**config.mk**
```make
export PLATFORM = sky130hd
export DESIGN_NAME = sacl_way_select
export DESIGN_NICKNAME = d
export VERILOG_FILES = /design/src/design/set_assoc_cache_lru_sim_macros.svh /design/src/design/sacl_pkg.sv /design/src/design/sacl_way_select.sv
export SDC_FILE = /design/constraint.sdc
export NUM_CORES = 1
export LEC_CHECK = 0
export CAP_MARGIN = 20
export CORE_AREA = 2 2 445 447
export DETAILED_ROUTE_END_ITERATION = 7
export DIE_AREA = 0 0 447 449
export DONT_BUFFER_PORTS = 1
export GPL_TIMING_DRIVEN = 0
export PLACE_DENSITY = 0.3
export SLEW_MARGIN = 20
export SYNTH_ARGS = -nofsm -noshare
export SYNTH_HDL_FRONTEND = slang
export SYNTH_SLANG_ARGS = --single-unit
```
**constraint.sdc**
```tcl
create_clock -name vclk -period 18.85
set_clock_uncertainty 0.15 [all_clocks]
set_input_delay 2.8275 -clock vclk [all_inputs]
set_output_delay 2.8275 -clock vclk [all_outputs]
set_load 0.005 [all_outputs]
```
**src/design/set_assoc_cache_lru_sim_macros.svh**
```systemverilog
// Assertion macros shared by the cache lookup RTL.
`ifndef SET_ASSOC_CACHE_LRU_SIM_MACROS_SVH
`define SET_ASSOC_CACHE_LRU_SIM_MACROS_SVH

// Same-cycle implication, disabled while reset is asserted.
`define SACL_ASSERT_SAME(label, clk, rst_n, pre, post, msg) \
	label: assert property (@(posedge clk) disable iff (!rst_n) (pre) |-> (post)) \
		else $error(msg);

// Next-cycle implication, disabled while reset is asserted.
`define SACL_ASSERT_NEXT(label, clk, rst_n, pre, post, msg) \
	label: assert property (@(posedge clk) disable iff (!rst_n) (pre) |=> (post)) \
		else $error(msg);

`endif

```
**src/design/sacl_pkg.sv**
```systemverilog
// Shared types and constants of the set-associative cache lookup block.
package sacl_pkg;

	// Access kinds
	typedef enum logic [1:0] {
		OP_LOAD   = 2'd0,
		OP_STORE  = 2'd1,
		OP_MODIFY = 2'd2,
		OP_NONE   = 2'd3
	} opcode_t;

	// Configuration register indexes
	localparam logic [1:0] CFG_SET_INDEX_BITS = 2'd0;
	localparam logic [1:0] CFG_OFFSET_BITS    = 2'd1;
	localparam logic [1:0] CFG_WAYS_IN_USE    = 2'd2;

	localparam int CFG_IDX_W  = 2;
	localparam int CFG_DATA_W = 6;

	localparam int SET_BITS_W = 3;
	localparam int OFF_BITS_W = 6;
	localparam int WAYS_CFG_W = 4;

	// Set index before the modulo: at most seven index bits
	localparam int RAW_SET_W = 7;
	localparam int RAW_SETS  = 128;
	localparam int SHIFT_W   = 7;

	localparam int CNT_W = 32;

	typedef struct packed {
		logic hit;
		logic miss;
		logic evict;
	} lookup_t;

endpackage

```
**src/design/sacl_way_select.sv**
```systemverilog
// Compare one set across its ways, pick hit, free or LRU way, and build the updated row.
module sacl_way_select import sacl_pkg::*; #(
	parameter int MAX_WAYS = 8,
	parameter int ADDR_WIDTH = 64,
	localparam int RankW = (MAX_WAYS > 1) ? $clog2(MAX_WAYS) : 1,
	localparam int WaysW = $clog2(MAX_WAYS + 1)
) (
	input  logic [ADDR_WIDTH-1:0]                tag,
	input  logic [WaysW-1:0]                     ways,
	input  logic [MAX_WAYS-1:0][ADDR_WIDTH-1:0]  rd_tags,
	input  logic [MAX_WAYS-1:0]                  rd_valid,
	input  logic [MAX_WAYS-1:0][RankW-1:0]       rd_ranks,
	output lookup_t                              res,
	output logic [MAX_WAYS-1:0][ADDR_WIDTH-1:0]  new_tags,
	output logic [MAX_WAYS-1:0]                  new_valid,
	output logic [MAX_WAYS-1:0][RankW-1:0]       new_ranks
);

	localparam int WayW = (MAX_WAYS > 1) ? $clog2(MAX_WAYS) : 1;

	logic [MAX_WAYS-1:0] in_use;
	logic [MAX_WAYS-1:0] hit_vec;
	logic [MAX_WAYS-1:0] free_vec;
	logic [WayW-1:0]     hit_way;
	logic [WayW-1:0]     free_way;
	logic [WayW-1:0]     lru_way;
	logic [RankW-1:0]    lru_rank;
	logic [WayW-1:0]     sel_way;
	logic [RankW-1:0]    old_rank;

	always_comb begin
		for (int w = 0; w < MAX_WAYS; w++) begin
			in_use[w]   = WaysW'(w) < ways;
			hit_vec[w]  = in_use[w] & rd_valid[w] & (rd_tags[w] == tag);
			free_vec[w] = in_use[w] & ~rd_valid[w];
		end

		// Lowest-numbered match wins: scan downward
		hit_way  = '0;
		free_way = '0;
		for (int w = MAX_WAYS - 1; w >= 0; w--) begin
			if (hit_vec[w]) begin
				hit_way = WayW'(w);
			end
			if (free_vec[w]) begin
				free_way = WayW'(w);
			end
		end

		// Victim: highest rank among ways in use, lowest way on a tie
		lru_way  = '0;
		lru_rank = rd_ranks[0];
		for (int w = 1; w < MAX_WAYS; w++) begin
			if (in_use[w] && rd_ranks[w] > lru_rank) begin
				lru_rank = rd_ranks[w];
				lru_way  = WayW'(w);
			end
		end

		res.hit   = |hit_vec;
		res.miss  = ~res.hit;
		res.evict = ~res.hit & ~(|free_vec);

		priority if (res.hit) begin
			sel_way = hit_way;
		end else if (!res.evict) begin
			sel_way = free_way;
		end else begin
			sel_way = lru_way;
		end

		// Move the chosen way to rank zero, age the younger ones
		old_rank = rd_ranks[sel_way];
		for (int w = 0; w < MAX_WAYS; w++) begin
			if (WayW'(w) == sel_way) begin
				new_ranks[w] = '0;
				new_tags[w]  = tag;
				new_valid[w] = 1'b1;
			end else begin
				new_ranks[w] = (rd_ranks[w] < old_rank) ? rd_ranks[w] + RankW'(1) : rd_ranks[w];
				new_tags[w]  = rd_tags[w];
				new_valid[w] = rd_valid[w];
			end
		end
	end

endmodule

```
==> impl_results.md <==
* FFs & Latches at 0
* Drt initial violations at 3225
* Pins Over Slew Limit at 0
* Post-Syn Nets at 2927
* Synth top area share at 29.7%
* Final Hold Vio Count at 0
* Startpoint types: input pin
* Detailed-route wire length at 309000 um
* Warnings from Yosys at 0
* Nets at 2965
* Final min period at 18.31 ns
* GRT Total Usage at 29.4%
* Seq/Total Area, Yosys at 0%
* Hold Path End: new_valid[2]
* Syn avg cell area at 7.51 um^2
* Hold Path Cell Cnt at 1
* Crit path arrival time at 15.33 ns
* Worst Min Path Start: rd_valid[2]
* Share of layout cells above drive strength 1 at 30.9%
* # hold bufs at CTS at 0
* Core Util, Final at 11.1%
* First-pass GRT wire length at 358000 um
* Proportion of synthesized area in mux cells at 30.7%
* Die Area at 0.201 mm^2
* Worst Hold Margin at 5.60 ns
* Crit share post-route at 97.1%
* CP max stage delay at 0.76 ns
* Synth top area cells: mux2_2 30%, xnor2_1 12%, xor2_1 9.0%
* Cell count after synthesis at 2286
* FILL cells at 23000
* Worst EP required at 15.87 ns
* Area Growth Syn to Fin at 27.3%
* Row cnt at 163
* Count leader, synth: mux2_2
* Starting Density at 8.75%
* Hold Crit Class: in -> out
* Unrepaired setup endpoints after global routing: no
* Synth Area in XOR/XNOR at 21.4%
* DRC violations left at 0
* Clkbuf count at 0
* Max-cap violations at 0
* HPWL after detailed placement at 260000 um
* Initial antenna violation count at 180
* Critical path class: in -> out
* Via count at 24000
* Routed len/inst at 60.5 um
* Slowest cell on the critical path: o21ai_0
* Via density at 4.70
* Worst-margin pin slew at 1.22 ns
* Core area at 0.196 mm^2
* Post-Syn Area at 0.0172 mm^2
* Chip width at 447 um
* Final setup fails at 0
* Simple-Gate Fraction of Synth Area at 28.4%
* Run status: finished clean
* Pre-antenna DRT Iters at 6
* Area leader, netlist: mux2_2
* Largest family of logic cells by synthesized area: multiplexers
* Synth Area in Compound Gates at 10.3%
* Crit-path max FO at 11
* Pin count of the biggest net entering global routing at 11
* F_max at 54.6 MHz
* Slew margin rel. at 19.0%
* Vias in the first global route at 21700
* Die Ht at 449 um
* Routed Antenna Nets at 0
* CP Capture Type: output port
* GR Overflow Total at 0
* Synth cell types at 93
* I/O Buffers at 0
* Gpl congestion at 0.970
* Ports at 1159
* Setup TNS at 0 ns
* Synth Area in Adders at 2.29%
* Register area at 0 um^2
* Commonest cells in the netlist: 453 x mux2_2, 239 x xnor2_1, 176 x xor2_1, 157 x nand4_1, 145 x nand2b_1
[cells in the final DEF, fill, tap and decap left out, types with 17 or more instances in the layout]
| master | instances |
|---|---|
| diode_2 | 152 |
| mux2_2 | 449 |
| clkbuf_2 | 52 |
| xnor2_1 | 238 |
| nor4b_1 | 17 |
| nand4_1 | 157 |
| a21oi_1 | 35 |
| nor2_1 | 67 |
| nor4_1 | 88 |
| buf_2 | 100 |
| xor2_1 | 176 |
| ha_1 | 29 |
| nor2b_1 | 53 |
| or4_1 | 21 |
| o21ai_0 | 79 |
| nand2_1 | 133 |
| clkbuf_1 | 28 |
| nand2b_1 | 145 |
| o2111ai_1 | 17 |
| buf_4 | 18 |
| nor3_1 | 30 |
| nand3_1 | 47 |
| inv_1 | 61 |
[cell families (layout without fill, tap and decap cells)]
group                      Yosys count  after routing
muxes                              469            469
adders and majority gates           32             32
other                                0            152
buffers and inverters              273            309
AOI/OAI and AO/OA                  255            255
xor gates and xnor gates           417            417
and+or+nand+nor                    840            840
[stage by stage]
step                      cells  setup WS, ns  area [um^2]
after floorplan            2286          1.77        17200
after global placement     4926         -1.69        20500
after detailed placement   4959         -1.27        21300
after CTS                  4961       0.00305        21400
after global routing       5004       0.00156        21600
final                      5114         0.542        21900
[routing by layer]
metal,share of wire (%),track usage [%],vias up
met2,44,44.6,2477
met5,0.18,1.08,-
met4,6.0,16.0,74
met1,35,31.3,12300
li1,-,-,8633
met3,15,17.8,572
[critical path, delay by kind of cell]
family	cells	cell delay, ns
AO/OA/AOI/OAI	20	4.12
AND/OR/NAND/NOR	15	3.42
adder cells (fa/ha/maj)	8	2.47
buffers and inverters	5	1.43
multiplexers	3	0.99
[worst max path at each step]
stage                      startpoint  cells past startpoint  slack [ns]       endpoint
after global placement    rd_ranks[1]                     52       -1.69  new_ranks[22]
after global routing      rd_ranks[1]                     60       0.002   new_ranks[8]
after CTS                 rd_ranks[1]                     52       0.003  new_tags[350]
after floorplan           rd_ranks[1]                     56        1.77   new_ranks[8]
after detailed placement  rd_ranks[1]                     53       -1.27  new_tags[249]
final                         ways[1]                     51        0.54  new_tags[465]
[timing repair]
action	4_1_cts	5_1_grt
pin swaps	2	1
buffers inserted	3	3
resized for setup	57	17
endpoints found under the setup margin	482	511
[layout make-up]
cell class / count / area, um^2 / share of cell area (%)
multi-input combinational: 2013 / 16100 / 73.8
inverter: 65 / 244 / 1.12
buffer: 205 / 1060 / 4.83
timing repair buffer: 39 / 739 / 3.38
tap: 2640 / 3300 / 15.1
antenna: 152 / 380 / 1.74
